`src/rtl/core/assert_macros.svh`:
```
// Assertion helpers shared by the RTL. Each helper takes a label, the clock,
// the active-low reset, an antecedent and a consequent.
`ifndef ASSERT_MACROS_SVH
`define ASSERT_MACROS_SVH
`ifndef SYNTHESIS
`define ASSERT_IMPL(label, clk_s, rst_s, ante, cons) \
	label: assert property (@(posedge clk_s) disable iff (!(rst_s)) (ante) |-> (cons)) \
		else $error("%m: assertion failed");
`define ASSERT_NEXT(label, clk_s, rst_s, ante, cons) \
	label: assert property (@(posedge clk_s) disable iff (!(rst_s)) (ante) |=> (cons)) \
		else $error("%m: assertion failed");
`else
`define ASSERT_IMPL(label, clk_s, rst_s, ante, cons)
`define ASSERT_NEXT(label, clk_s, rst_s, ante, cons)
`endif
`endif

```
`src/rtl/core/hlp_pkg.sv`:
```
package hlp_pkg;

	typedef enum logic [1:0] {
		K_FBYTE = 2'd0,
		K_FEND  = 2'd1,
		K_OK    = 2'd2,
		K_ERR   = 2'd3
	} kind_t;

	typedef enum logic [2:0] {
		LK_UNDEC  = 3'd0,
		LK_VERB   = 3'd1,
		LK_CAP    = 3'd2,
		LK_TASK   = 3'd3,
		LK_REASON = 3'd4,
		LK_TOKEN  = 3'd5,
		LK_IGNORE = 3'd6
	} line_kind_t;

	typedef enum logic [1:0] {
		REG_CAP    = 2'd0,
		REG_TASK   = 2'd1,
		REG_REASON = 2'd2,
		REG_TOKEN  = 2'd3
	} reg_idx_t;

	typedef struct packed {
		kind_t       kind;
		logic [1:0]  field_id;
		logic [7:0]  position;
		logic [7:0]  value_byte;
		logic [1:0]  verb_code;
		logic        last_of_run;
	} result_t;

	typedef struct packed {
		logic [3:0]  line_offset;
		logic [4:0]  prefix_alive;
		line_kind_t  line_kind;
		logic        skipping;
		logic [7:0]  value_count;
		logic [2:0]  verb_alive;
		logic        verb_seen;
		logic [1:0]  verb_value;
		logic        finished;
	} hlp_state_t;

	// Up to two results per byte, slot 0 first.
	typedef struct packed {
		result_t [1:0] res;
		logic [1:0]    n;
	} step_out_t;

	typedef logic [3:0][7:0] lim_t;

	localparam int QDEPTH = 4;

	typedef struct packed {
		logic [2:0] count;
		logic       room;
	} q_status_t;

	localparam hlp_state_t STATE_RESET = '{
		line_offset:  4'd0,
		prefix_alive: 5'h1F,
		line_kind:    LK_UNDEC,
		skipping:     1'b1,
		value_count:  8'd0,
		verb_alive:   3'h7,
		verb_seen:    1'b0,
		verb_value:   2'd0,
		finished:     1'b0
	};

	localparam logic [7:0] CH_NL = 8'h0A;
	localparam logic [7:0] CH_SP = 8'h20;

	localparam logic [7:0] LIM_CAP_RST    = 8'd63;
	localparam logic [7:0] LIM_TASK_RST   = 8'd63;
	localparam logic [7:0] LIM_REASON_RST = 8'd127;
	localparam logic [7:0] LIM_TOKEN_RST  = 8'd8;

	localparam logic [7:0] PFX_TEXT [5][8] = '{
		'{"V", "E", "R", "B", " ", 8'h00, 8'h00, 8'h00},
		'{"C", "A", "P", " ", 8'h00, 8'h00, 8'h00, 8'h00},
		'{"T", "A", "S", "K", "-", "I", "D", " "},
		'{"R", "E", "A", "S", "O", "N", " ", 8'h00},
		'{"T", "O", "K", "E", "N", " ", 8'h00, 8'h00}
	};
	localparam logic [3:0] PFX_LEN [5] = '{4'd5, 4'd4, 4'd8, 4'd7, 4'd6};

	localparam logic [7:0] VERB_TEXT [3][8] = '{
		'{"r", "e", "q", "u", "e", "s", "t", 8'h00},
		'{"i", "s", "s", "u", "e", "d", 8'h00, 8'h00},
		'{"d", "e", "n", "i", "e", "d", 8'h00, 8'h00}
	};
	localparam logic [7:0] VERB_LEN [3] = '{8'd7, 8'd6, 8'd6};

	function automatic result_t mk_res(kind_t kind, logic [1:0] fid, logic [7:0] pos,
			logic [7:0] val, logic [1:0] verb);
		result_t r;
		r.kind        = kind;
		r.field_id    = fid;
		r.position    = pos;
		r.value_byte  = val;
		r.verb_code   = verb;
		r.last_of_run = 1'b0;
		return r;
	endfunction

	// Message outcome: ok with the verb once one was accepted, error otherwise.
	function automatic result_t outcome_res(logic seen, logic [1:0] verb);
		if (seen) begin
			return mk_res(K_OK, 2'd0, 8'd0, 8'd0, verb);
		end
		return mk_res(K_ERR, 2'd0, 8'd0, 8'd0, 2'd0);
	endfunction

endpackage

```
`src/rtl/core/hlp_in_if.sv`:
```
interface hlp_in_if;
	logic       valid;
	logic       ready;
	logic [7:0] data_byte;
	logic       end_of_message;

	modport source(output valid, output data_byte, output end_of_message, input ready);
	modport sink(input valid, input data_byte, input end_of_message, output ready);
endinterface

```
`src/rtl/core/hlp_out_if.sv`:
```
interface hlp_out_if;
	logic       valid;
	logic       ready;
	logic [1:0] kind;
	logic [1:0] field_id;
	logic [7:0] position;
	logic [7:0] value_byte;
	logic [1:0] verb_code;
	logic       last_of_run;

	modport source(output valid, output kind, output field_id, output position,
		output value_byte, output verb_code, output last_of_run, input ready);
	modport sink(input valid, input kind, input field_id, input position,
		input value_byte, input verb_code, input last_of_run, output ready);
endinterface

```
`src/rtl/core/header_line_parser.sv`:
```
// Path: an accepted byte is held in the input register, processed by the step
// logic, and its results wait in the result queue for the output channel.
// Throughput: one byte per cycle while each byte yields at most one result and
// the result channel is ready; the single result port hands out one result at a
// time, and a four-entry result queue absorbs the difference.
// Reset: arst_n restarts the parser, empties the queue and restores default limits.
`include "assert_macros.svh"

module header_line_parser (
	input  logic       clk,
	input  logic       arst_n,
	hlp_in_if.sink     msg,
	hlp_out_if.source  result,
	input  logic       cfg_we,
	input  logic [1:0] cfg_index,
	input  logic [7:0] cfg_data
);
	import hlp_pkg::*;

	// Field length limits; the user must write them only while the parser is idle, the block does not enforce it.
	lim_t limits_q;

	// Input register: one byte waiting for the parser step.
	logic       valid_s1;
	logic [7:0] byte_s1;
	logic       eom_s1;

	// Parser state that carries from byte to byte within a message.
	hlp_state_t st_q;
	hlp_state_t st_next;
	step_out_t  step_out;

	result_t    head;
	q_status_t  q_stat;
	logic       fire;
	logic       accept;

	// The byte in the input register is processed as soon as the queue can
	// take the worst case of two results. The input register refills in the
	// same cycle, so bytes stream at full rate while the queue has room.
	assign fire      = valid_s1 && q_stat.room;
	assign msg.ready = !valid_s1 || fire;
	assign accept    = msg.valid && msg.ready;

	always_ff @(posedge clk or negedge arst_n) begin
		if (!arst_n) begin
			limits_q[REG_CAP]    <= LIM_CAP_RST;
			limits_q[REG_TASK]   <= LIM_TASK_RST;
			limits_q[REG_REASON] <= LIM_REASON_RST;
			limits_q[REG_TOKEN]  <= LIM_TOKEN_RST;
		end else if (cfg_we) begin
			case (cfg_index)
				REG_CAP:    limits_q[REG_CAP]    <= cfg_data;
				REG_TASK:   limits_q[REG_TASK]   <= cfg_data;
				REG_REASON: limits_q[REG_REASON] <= cfg_data;
				REG_TOKEN:  limits_q[REG_TOKEN]  <= cfg_data;
				default: ;
			endcase
		end
	end

	always_ff @(posedge clk or negedge arst_n) begin
		if (!arst_n) begin
			valid_s1 <= 1'b0;
		end else if (accept) begin
			valid_s1 <= 1'b1;
		end else if (fire) begin
			valid_s1 <= 1'b0;
		end
	end

	always_ff @(posedge clk) begin
		if (accept) begin
			byte_s1 <= msg.data_byte;
			eom_s1  <= msg.end_of_message;
		end
	end

	always_ff @(posedge clk or negedge arst_n) begin
		if (!arst_n) begin
			st_q <= STATE_RESET;
		end else if (fire) begin
			st_q <= st_next;
		end
	end

	// Prefix matching, space skipping, verb check and field streaming all
	// happen in one short pass over the registered byte.
	hlp_step u_step (
		.st        (st_q),
		.data_byte (byte_s1),
		.eom       (eom_s1),
		.limits    (limits_q),
		.st_next   (st_next),
		.step_out  (step_out)
	);

	hlp_out_queue u_queue (
		.clk       (clk),
		.arst_n    (arst_n),
		.push_n    (fire ? step_out.n : 2'd0),
		.push_res  (step_out.res),
		.pop_ready (result.ready),
		.valid     (result.valid),
		.head      (head),
		.stat      (q_stat)
	);

	assign result.kind        = head.kind;
	assign result.field_id    = head.field_id;
	assign result.position    = head.position;
	assign result.value_byte  = head.value_byte;
	assign result.verb_code   = head.verb_code;
	assign result.last_of_run = head.last_of_run;

	// The last byte of a message always leaves the parser in its start state.
	`ASSERT_NEXT(a_eom_restart, clk, arst_n, fire && eom_s1, st_q == STATE_RESET)
	// Once a message is finished, bytes before its end produce no results.
	`ASSERT_IMPL(a_finished_quiet, clk, arst_n, fire && st_q.finished && !eom_s1, step_out.n == 2'd0)
	// The queue never holds more beats than it has entries.
	`ASSERT_IMPL(a_queue_bound, clk, arst_n, 1'b1, q_stat.count <= 3'(QDEPTH))
endmodule

```
`src/rtl/core/hlp_step.sv`:
```
// Per-byte parser update: next state and up to two results for one byte.
module hlp_step (
	input  hlp_pkg::hlp_state_t st,
	input  logic [7:0]          data_byte,
	input  logic                eom,
	input  hlp_pkg::lim_t       limits,
	output hlp_pkg::hlp_state_t st_next,
	output hlp_pkg::step_out_t  step_out
);
	import hlp_pkg::*;

	hlp_state_t nx;
	result_t    prim;
	result_t    tail;
	logic       prim_v;
	logic       tail_v;
	logic       hit_v;
	logic [1:0] hit_k;
	logic [1:0] fid;
	logic [7:0] lim;
	logic [7:0] kept;

	assign fid = 2'(3'(st.line_kind) - 3'(LK_CAP));
	assign lim = limits[fid];
	assign kept = (st.value_count < lim) ? st.value_count : lim;

	always_comb begin
		nx     = st;
		prim   = '0;
		tail   = '0;
		prim_v = 1'b0;
		tail_v = 1'b0;
		hit_v  = 1'b0;
		hit_k  = 2'd0;
		if (!st.finished) begin
			if (data_byte == CH_NL) begin
				if (st.line_kind == LK_UNDEC && st.line_offset == 4'd0) begin
					prim_v      = 1'b1;
					prim        = outcome_res(st.verb_seen, st.verb_value);
					nx.finished = 1'b1;
				end else if (st.line_kind == LK_VERB) begin
					for (int k = 0; k < 3; k++) begin
						if (st.verb_alive[k] && st.value_count == VERB_LEN[k]) begin
							hit_v = 1'b1;
							hit_k = 2'(k);
						end
					end
					if (hit_v) begin
						nx.verb_seen  = 1'b1;
						nx.verb_value = hit_k;
					end else begin
						prim_v      = 1'b1;
						prim        = mk_res(K_ERR, 2'd0, 8'd0, 8'd0, 2'd0);
						nx.finished = 1'b1;
					end
				end else if (st.line_kind == LK_CAP || st.line_kind == LK_TASK ||
						st.line_kind == LK_REASON || st.line_kind == LK_TOKEN) begin
					prim_v = 1'b1;
					prim   = mk_res(K_FEND, fid, kept, 8'd0, 2'd0);
				end
				nx.line_offset  = 4'd0;
				nx.prefix_alive = 5'h1F;
				nx.line_kind    = LK_UNDEC;
				nx.skipping     = 1'b1;
				nx.value_count  = 8'd0;
				nx.verb_alive   = 3'h7;
				if (!nx.finished && eom) begin
					tail_v = 1'b1;
					tail   = outcome_res(nx.verb_seen, nx.verb_value);
				end
			end else begin
				if (st.line_kind == LK_UNDEC) begin
					for (int k = 0; k < 5; k++) begin
						if (st.prefix_alive[k]) begin
							if (st.line_offset < PFX_LEN[k] &&
									data_byte == PFX_TEXT[k][st.line_offset[2:0]]) begin
								if (st.line_offset + 4'd1 == PFX_LEN[k]) begin
									nx.line_kind = line_kind_t'(3'(k + 1));
								end
							end else begin
								nx.prefix_alive[k] = 1'b0;
							end
						end
					end
					if (nx.line_kind == LK_UNDEC && nx.prefix_alive == 5'd0) begin
						nx.line_kind = LK_IGNORE;
					end
					if (st.line_offset != 4'hF) begin
						nx.line_offset = st.line_offset + 4'd1;
					end
				end else if (st.line_kind != LK_IGNORE) begin
					if (!(st.skipping && data_byte == CH_SP)) begin
						nx.skipping = 1'b0;
						if (st.line_kind == LK_VERB) begin
							for (int k = 0; k < 3; k++) begin
								if (st.value_count >= VERB_LEN[k] ||
										data_byte != VERB_TEXT[k][st.value_count[2:0]]) begin
									nx.verb_alive[k] = 1'b0;
								end
							end
						end else if (st.value_count < lim) begin
							prim_v = 1'b1;
							prim   = mk_res(K_FBYTE, fid, st.value_count, data_byte, 2'd0);
						end
						if (st.value_count != 8'hFF) begin
							nx.value_count = st.value_count + 8'd1;
						end
					end
				end
				if (eom) begin
					tail_v = 1'b1;
					tail   = mk_res(K_ERR, 2'd0, 8'd0, 8'd0, 2'd0);
				end
			end
		end
		if (eom) begin
			nx = STATE_RESET;
		end
	end

	always_comb begin
		step_out = '0;
		if (prim_v) begin
			step_out.res[0] = prim;
			step_out.res[1] = tail;
			step_out.n      = tail_v ? 2'd2 : 2'd1;
			step_out.res[0].last_of_run = !tail_v;
			step_out.res[1].last_of_run = tail_v;
		end else if (tail_v) begin
			step_out.res[0] = tail;
			step_out.res[0].last_of_run = 1'b1;
			step_out.n = 2'd1;
		end
	end

	assign st_next = nx;
endmodule

```
`src/rtl/core/hlp_out_queue.sv`:
```
// Small result queue: takes zero, one or two results a cycle, hands out one.
module hlp_out_queue (
	input  logic                  clk,
	input  logic                  arst_n,
	input  logic [1:0]            push_n,
	input  hlp_pkg::result_t [1:0] push_res,
	input  logic                  pop_ready,
	output logic                  valid,
	output hlp_pkg::result_t      head,
	output hlp_pkg::q_status_t    stat
);
	import hlp_pkg::*;

	localparam int PTR_W = $clog2(QDEPTH);

	result_t            mem_q [QDEPTH];
	logic [PTR_W-1:0]   wr_ptr_q;
	logic [PTR_W-1:0]   rd_ptr_q;
	logic [PTR_W:0]     count_q;
	logic               pop;

	assign valid = (count_q != '0);
	assign pop   = valid && pop_ready;
	assign head  = mem_q[rd_ptr_q];

	assign stat.count = 3'(count_q);
	assign stat.room  = (count_q <= (PTR_W+1)'(QDEPTH - 2));

	always_ff @(posedge clk) begin
		if (push_n != 2'd0) begin
			mem_q[wr_ptr_q] <= push_res[0];
		end
		if (push_n == 2'd2) begin
			mem_q[wr_ptr_q + PTR_W'(1)] <= push_res[1];
		end
	end

	always_ff @(posedge clk or negedge arst_n) begin
		if (!arst_n) begin
			wr_ptr_q <= '0;
			rd_ptr_q <= '0;
			count_q  <= '0;
		end else begin
			wr_ptr_q <= wr_ptr_q + PTR_W'(push_n);
			if (pop) begin
				rd_ptr_q <= rd_ptr_q + PTR_W'(1);
			end
			count_q <= count_q + (PTR_W+1)'(push_n) - (PTR_W+1)'(pop);
		end
	end
endmodule

```
`src/flat_wrapper.sv`:
```
// flat-port wrapper written by rule: the top's interface ports become plain ports
module header_line_parser_flat import hlp_pkg::*;
  (clk, arst_n, cfg_we, cfg_index, cfg_data, msg_valid, msg_data_byte, msg_end_of_message, msg_ready, result_valid, result_kind, result_field_id, result_position, result_value_byte, result_verb_code, result_last_of_run, result_ready);
  hlp_in_if msg_i ();
  hlp_out_if result_i ();
  input  logic clk;
  input  logic arst_n;
  input  logic cfg_we;
  input  logic [1:0] cfg_index;
  input  logic [7:0] cfg_data;
  input wire logic [$bits(msg_i.valid)-1:0] msg_valid;
  input wire logic [$bits(msg_i.data_byte)-1:0] msg_data_byte;
  input wire logic [$bits(msg_i.end_of_message)-1:0] msg_end_of_message;
  output wire logic [$bits(msg_i.ready)-1:0] msg_ready;
  output wire logic [$bits(result_i.valid)-1:0] result_valid;
  output wire logic [$bits(result_i.kind)-1:0] result_kind;
  output wire logic [$bits(result_i.field_id)-1:0] result_field_id;
  output wire logic [$bits(result_i.position)-1:0] result_position;
  output wire logic [$bits(result_i.value_byte)-1:0] result_value_byte;
  output wire logic [$bits(result_i.verb_code)-1:0] result_verb_code;
  output wire logic [$bits(result_i.last_of_run)-1:0] result_last_of_run;
  input wire logic [$bits(result_i.ready)-1:0] result_ready;
  assign msg_i.valid = msg_valid;
  assign msg_i.data_byte = msg_data_byte;
  assign msg_i.end_of_message = msg_end_of_message;
  assign msg_ready = msg_i.ready;
  assign result_valid = result_i.valid;
  assign result_kind = result_i.kind;
  assign result_field_id = result_i.field_id;
  assign result_position = result_i.position;
  assign result_value_byte = result_i.value_byte;
  assign result_verb_code = result_i.verb_code;
  assign result_last_of_run = result_i.last_of_run;
  assign result_i.ready = result_ready;
  header_line_parser u_core (.clk(clk), .arst_n(arst_n), .msg(msg_i), .result(result_i), .cfg_we(cfg_we), .cfg_index(cfg_index), .cfg_data(cfg_data));
endmodule
```
`config.mk`:
```
export PLATFORM = sky130hd
export DESIGN_NAME = header_line_parser_flat
export DESIGN_NICKNAME = d
export VERILOG_FILES = /design/src/rtl/core/hlp_pkg.sv /design/src/rtl/core/hlp_in_if.sv /design/src/rtl/core/hlp_out_if.sv /design/src/rtl/core/header_line_parser.sv /design/src/rtl/core/hlp_step.sv /design/src/rtl/core/hlp_out_queue.sv /design/src/flat_wrapper.sv
export VERILOG_INCLUDE_DIRS = /design/src /design/src/rtl/core
export SDC_FILE = /design/constraint.sdc
export NUM_CORES = 1
export LEC_CHECK = 0
export ABC_AREA = 1
export BUFFER_PORTS_ARGS = -buffer_cell sky130_fd_sc_hd__buf_2
export CAP_MARGIN = 20
export CORE_ASPECT_RATIO = 0.7
export CORE_MARGIN = 1.5
export CORE_UTILIZATION = 63
export DETAILED_ROUTE_END_ITERATION = 10
export PLACE_DENSITY = 0.83
export SYNTH_ARGS = -nofsm -noshare
export SYNTH_HDL_FRONTEND = slang
export SYNTH_HIERARCHICAL = 1
export SYNTH_SLANG_ARGS = --single-unit
```
`constraint.sdc`:
```
create_clock -name clk -period 5.75 [get_ports clk]
set_clock_uncertainty 0.15 [all_clocks]
set_input_delay 0.2875 -clock clk [delete_from_list [all_inputs] [get_ports clk]]
set_output_delay 0.2875 -clock clk [all_outputs]
set_load 0.03 [all_outputs]
```
==> run summary, run 1 <==
Slew @ Worst Pin - 908.1 ps
CP Cell Sequence - inv_2, nor2_4, a22o_1, a221oi_1, ha_1, a21oi_1, nor2_1, a211oi_1, buf_4, nand3_1, nand2_1, nand2_2, inv_1, ha_1, inv_1, nor2_1, nand2_1, inv_2, nand2_2, o21ai_2, buf_4
Finish-stage setup viols - 0
Synth area leaders - edfxtp_1 27%, nand2_1 19%, dfrtp_1 8.6%
CP Data Required Time - 5730 ps
# hold bufs at CTS - 20
Synth top area share - 0.2658
DRC - 0
static leakage - 0.005930 uW
initial antenna violation count - 0
commonest non-fill, non-tap cell in the layout - nand2_1
first-pass GRT wire length - 50160 um
core footprint - 0.01742 mm^2
Max stage delay cell, worst path - dfrtp_1
drt pass-1 iters - 8
post-synth cell types - 55
Yosys top cell by area - edfxtp_1
initial DRC count - 1454
Reg power frac - 0.314
mapped cell area - 0.01141 mm^2
initial core utilization - 0.6550
final hold vios - 0
Max Used Layer - met4
clock sink count - 169
Clk Latency, worst-skew pair - 440 ps
sw frac - 0.4853
CP top delay family - compound AO/OA/AOI/OAI gates
P_int - 3409 uW
CP Buf/Inv Count - 6
layout cells sized above 1 - 0.1188
MaxCap Viol Count - 0
Clock Tree Buf Depth - 2
post-CTS setup buffers - 0
Placed Area - 0.01151 mm^2
worst vdd ir - 0.2951 mV
period utilization - 0.8632
most frequent cells in the layout - 587 x nand2_1, 169 x nand3_1, 125 x nor2_1
Most used DFF post-synth - edfxtp_1
H-tree levels - 4
CP Launch Type - register
Final min period - 4963 ps
WL met3 - 3997 um
DR WL met2 - 13400 um
max incr delay on CP - 510 ps
Clock power frac - 0.171
DIE HEIGHT - 115.6 um
vias in the first global route - 9858
CTS root buf - clkbuf_16
RSZ-0062 raised after global routing - no
CTS resizes - 0
IO buf count - 48
routability cong. - 0.9622
total negative slack - 0 ps
HPWL after DPL - 20230 um
vias per inst - 5.891
total congestion overflow - 0
Final Util - 0.7071
YS warnings - 6
Final ANT Viol Nets - 0
Register Area - 0.004772 mm^2
Final #Nets - 1630
vias - 10730
Finished Cell Area - 0.01232 mm^2
sequential share of the synthesized area - 0.4182
Post-synth EDFFs - 101
FMAX - 0.2015 GHz
min-delay worst type - primary input to register
Slew HR - 0.3939
clock edge transition at the registers on the reported setup and hold paths - 70 ps
ANT cells - 0
net switching power - 3213 uW
Logic pwr share - 0.515
number of I/O pins - 49
Final Slew Violations - 0
Critical Path Fanout Max - 23
status - finished clean
die width - 163.8 um
syn avg cell area - 7.360 um^2
row count - 40
flops & latches, synth - 169
largest net degree at the start of global routing - 72
GRT Overall Usage - 0.3425
final setup margin - 786.8 ps
arrival time worst endpoint - 4940 ps
total routed wirelength - 30990 um
Post-Syn Instances - 1550
die area - 0.01894 mm^2
CTS Buf Count - 17
filler cell count - 1394
wire length on met1 - 12930 um
crit path kind - register to register
Post-Place Setup Slack - 856.2 ps
Async S/R FF share, synth - 0.4024
CTS tree - built
average wire per standard cell - 17.01 um
Worst setup EP type - register
Cell Pwr Density - 537.7 mW/mm^2
WHS - 149.2 ps
post-synthesis to final-layout area growth - 7.952%
area occupied by multi-input gates - 0.005605 mm^2
[path summary, 6_finish.rpt]
kind                                           startpoint                                     end  slack (ps)  cells past startpoint
setup / recovery              u_core/st_q[16]$_DFFE_PN0P_    u_core/u_queue/mem_q[3][0]$_DFFE_PP_         790                     21
min in group asynchronous                          arst_n         u_core/limits_q[28]$_DFFE_PN0P_         440                      3
hold / removal                               cfg_index[1]         u_core/limits_q[27]$_DFFE_PN1P_         150                      3
hold reg to reg            u_core/limits_q[3]$_DFFE_PN1P_          u_core/limits_q[3]$_DFFE_PN1P_         320                      2
setup reg to reg              u_core/st_q[16]$_DFFE_PN0P_    u_core/u_queue/mem_q[3][0]$_DFFE_PP_         790                     21
max in group asynchronous                          arst_n  u_core/u_queue/rd_ptr_q[0]$_DFFE_PN0P_        4360                      3
[metrics by stage]
step	instances	total power (uW)
after floorplan	1567	4570
after global placement	1768	5274
after detailed placement	1768	5364
after CTS	1820	6510
after global routing	1822	7090
final	1822	6622
[routing by layer]
layer | vias up | track usage
met3 | 74 | 0.08232
met5 | - | 0
met1 | 4889 | 0.4971
met4 | 0 | 0.1152
met2 | 660 | 0.5046
li1 | 5111 | -
[tightest hold or removal path, cell delays in order]
cell,delay [ps]
buf_2,250
nand4_1,140
nand2_1,50
[synth_stat cells (2+ instances only)]
library cell and count:
buf_1 2, buf_4 31, buf_6 13, dfstp_2 29, buf_2 37, a221oi_1 9
inv_2 13, nand4_1 36, nand2_2 6, a22o_1 7, dfrtp_1 39, edfxtp_1 101
nor2_2 8, o21ai_0 85, nor3_2 5, o211ai_1 3, clkbuf_1 12, clkinv_1 4
ha_1 27, nand3_1 169, nand2_4 3, nor3_1 11, nand3_4 3, and2_1 2
o21ai_1 2, a31oi_1 3, nor2_4 5, nand2_1 587, inv_1 101, a21oi_1 32
nor2_1 125, nor4_1 2, clkbuf_2 3, nand3_2 2, a21oi_2 4, xor2_1 8
o41ai_1 3
[registers in the layout, indices dropped and copies added, names as in the netlist]
signal	count
u_core/byte_s1	8
u_core/eom_s1	1
u_core/limits_q	32
u_core/st_q	28
u_core/u_queue/count_q	3
u_core/u_queue/mem_q	92
u_core/u_queue/rd_ptr_q	2
u_core/u_queue/wr_ptr_q	2
u_core/valid_s1	1
[layout make-up]
cell class	instances	share of cell area
Timing Repair Buffer	92	0.05202
Multi-Input combinational cell	1180	0.4551
Tap cell	231	0.02347
Inverter	118	0.03596
Clock inverter	14	0.01107
Clock buffer	18	0.03485
Sequential cell	169	0.3875
[power groups by stage]
| stage | Combinational, uW | Sequential, uW | Clock, uW |
|---|---|---|---|
| finish | 3410 | 2080 | 1130 |
| global route | 3790 | 2110 | 1180 |
| CTS | 3280 | 2090 | 1140 |
| detailed placement | 3250 | 2110 | 0 |
| global placement | 3180 | 2100 | 0 |
| floorplan | 2600 | 1970 | 0 |
[cell families (layout without fill, tap and decap cells)]
| family | count (synthesis) | in the layout | synth area share |
|---|---|---|---|
| adder cells (fa/ha/maj) | 28 | 28 | 0.03137 |
| AO/OA/AOI/OAI | 155 | 155 | 0.07886 |
| buffers and inverters | 218 | 242 | 0.09673 |
| XOR/XNOR | 10 | 10 | 0.008336 |
| AND/OR/NAND/NOR | 969 | 969 | 0.3662 |
| other | 1 | 18 | 0.0003287 |
| flip-flops | 169 | 169 | 0.4182 |
Power figures use the tool's default switching activity.
==> inputs of run 2 (changes only) <==
--- a/config.mk
+++ b/config.mk
@@ -6,14 +6,14 @@
 export SDC_FILE = /design/constraint.sdc
 export NUM_CORES = 1
 export LEC_CHECK = 0
-export ABC_AREA = 1
 export BUFFER_PORTS_ARGS = -buffer_cell sky130_fd_sc_hd__buf_2
 export CAP_MARGIN = 20
 export CORE_ASPECT_RATIO = 0.7
 export CORE_MARGIN = 1.5
-export CORE_UTILIZATION = 63
+export CORE_UTILIZATION = 64
+export CTS_BUF_LIST = sky130_fd_sc_hd__clkbuf_8
 export DETAILED_ROUTE_END_ITERATION = 10
-export PLACE_DENSITY = 0.83
+export PLACE_DENSITY = 0.85
 export SYNTH_ARGS = -nofsm -noshare
 export SYNTH_HDL_FRONTEND = slang
 export SYNTH_HIERARCHICAL = 1
==> run summary, run 2 <==
status - finished clean
CTS Buf Count - 17
final hold vios - 0
crit path kind - register to register
die width - 157.1 um
CP Data Required Time - 5810 ps
syn avg cell area - 12.49 um^2
Worst setup EP type - register
Slew HR - 0.4292
Cell Pwr Density - 488.5 mW/mm^2
Final ANT Viol Nets - 0
CTS resizes - 0
max incr delay on CP - 530 ps
clock sink count - 169
Final #Nets - 955
Final Slew Violations - 0
Clk Latency, worst-skew pair - 460 ps
CP Buf/Inv Count - 4
Critical Path Fanout Max - 18
YS warnings - 6
MaxCap Viol Count - 0
Slew @ Worst Pin - 856.3 ps
RSZ-0062 raised after global routing - no
top-count cell post-synth - mux2_2
H-tree levels - 4
Finish-stage setup viols - 0
# hold bufs at CTS - 19
row count - 39
worst vdd ir - 0.4557 mV
CTS root buf - clkbuf_8
biggest regs - u_core/u_queue/mem_q (92), u_core/limits_q (32), u_core/st_q (28)
CTS tree - built
Final min period - 5030 ps
Biggest register - u_core/u_queue/mem_q
Power, Total - 5607 uW
mapped cell area - 0.01064 mm^2
die area - 0.01742 mm^2
CP Launch Type - register
Clock power frac - 0.133
IO buf count - 48
filler cell count - 1144
P_int - 3285 uW
flops & latches, synth - 169
drt pass-1 iters - 6
clock edge transition at the registers on the reported setup and hold paths - 90 ps
Synth top area share - 0.2851
arrival time worst endpoint - 5090 ps
post-CTS setup buffers - 0
min-delay worst type - primary input to register
vias per inst - 6.259
net switching power - 2322 uW
post-synthesis to final-layout area growth - 7.891%
period utilization - 0.8748
DIE HEIGHT - 110.9 um
Synth area leaders - edfxtp_1 29%, mux2_2 13%, dfrtp_1 9.2%
DRC - 0
initial DRC count - 842
Most used DFF post-synth - edfxtp_1
vias in the first global route - 7133
initial core utilization - 0.6528
number of I/O pins - 49
total congestion overflow - 0
Max stage delay cell, worst path - mux4_2
total routed wirelength - 23280 um
Reg power frac - 0.359
average wire per standard cell - 20.40 um
max reg flops - 92
commonest non-fill, non-tap cell in the layout - mux2_2
total negative slack - 0 ps
largest net degree at the start of global routing - 69
Synth top cells by count - 123 x mux2_2, 101 x edfxtp_1, 44 x nor2_1, 40 x nand2_1, 39 x dfrtp_1
ANT cells - 0
core footprint - 0.01630 mm^2
sw frac - 0.4141
GRT Overall Usage - 0.2878
Async S/R FF share, synth - 0.4024
static leakage - 0.004514 uW
routability cong. - 0.9600
FMAX - 0.1988 GHz
CP Cell Sequence - buf_4, mux4_2, inv_1, ha_1, and4_1, a21oi_1, and4b_1, o21ai_4, inv_4, ha_1, and3_1, nor4bb_4, buf_4, mux2_2
first-pass GRT wire length - 38520 um
initial antenna violation count - 0
sequential share of the synthesized area - 0.4484
CP top delay family - simple AND/OR/NAND/NOR gates
Post-Syn Instances - 852
Logic pwr share - 0.507
most frequent cells in the layout - 123 x mux2_2, 101 x edfxtp_1, 48 x buf_2
layout cells sized above 1 - 0.3723
HPWL after DPL - 15720 um
Post-synth EDFFs - 101
Yosys top cell by area - edfxtp_1
post-synth cell types - 86
vias - 7141
Clock Tree Buf Depth - 2
run 2: per-layer routing:
metal  global-route usage  share of wire  vias up
li1                     -              -     3242
met1               0.4322           0.46     3519
met2               0.4289           0.45      340
met3              0.05004          0.077       40
met4              0.09057          0.018        0
met5                    0              0        -
run 2: path summary, 6_finish.rpt:
check | end | depth (start not counted) | slack [ps] | startpoint
hold / removal | u_core/u_queue/rd_ptr_q[1]$_DFFE_PN0P_ | 3 | 20 | result_ready
min in group asynchronous | u_core/limits_q[31]$_DFFE_PN0P_ | 3 | 420 | arst_n
hold reg to reg | u_core/u_queue/rd_ptr_q[1]$_DFFE_PN0P_ | 1 | 330 | u_core/u_queue/rd_ptr_q[1]$_DFFE_PN0P_
max in group asynchronous | u_core/st_q[7]$_DFFE_PN0P_ | 3 | 4480 | arst_n
setup / recovery | u_core/u_queue/mem_q[2][0]$_DFFE_PP_ | 14 | 720 | u_core/st_q[16]$_DFFE_PN0P_
setup reg to reg | u_core/u_queue/mem_q[2][0]$_DFFE_PP_ | 14 | 720 | u_core/st_q[16]$_DFFE_PN0P_
run 2: logic make-up (layout without fill, tap and decap cells):
logic type | after synthesis | count (layout) | synth area share
simple gates | 211 | 211 | 0.1142
mux | 200 | 200 | 0.2506
flops | 169 | 169 | 0.4484
buf+inv | 105 | 152 | 0.05622
compound gates | 103 | 103 | 0.06774
xor+xnor | 35 | 35 | 0.02881
fa+ha+maj | 28 | 28 | 0.03363
other cells | 1 | 18 | 0.0003525
run 2: stage by stage:
stage,setup WS (ps),instances,hold slack (ps),cell area (um^2),util
floorplan,620.6,869,-158.1,10710,-
finish,719.6,1141,15.88,11480,0.7043
global placement,1012,1090,313.1,10950,0.6717
CTS,754.9,1141,1.782,11480,0.7043
global route,417.7,1141,33.78,11480,0.7043
detailed placement,775.3,1090,316.2,10950,0.6717
run 2: worst register-to-register path, delay by kind of cell (launching register included):
family	cells	cell delay [ps]
AO/OA/AOI/OAI	2	330
adder cells (fa/ha/maj)	2	550
buffers and inverters	4	800
flip-flops	1	520
multiplexers	2	920
AND/OR/NAND/NOR	4	1500
run 2: cell type report:
type	count	area [um^2]	area share
timing repair buffer	90	603.1	0.05254
inverter	30	115.1	0.01003
tap	225	281.5	0.02453
clock inverter	15	106.4	0.009265
sequential	169	4771	0.4156
multi-input combinational	595	5368	0.4676
clock buffer	17	234.0	0.02038
run 2: power groups by stage:
| stage | Clock, uW | Sequential [uW] | Combinational [uW] |
|---|---|---|---|
| after floorplan | 0 | 1900 | 2290 |
| after global placement | 0 | 2020 | 2710 |
| after detailed placement | 0 | 2030 | 2790 |
| after CTS | 762 | 2010 | 2820 |
| after global routing | 808 | 2050 | 3060 |
| final | 747 | 2020 | 2840 |
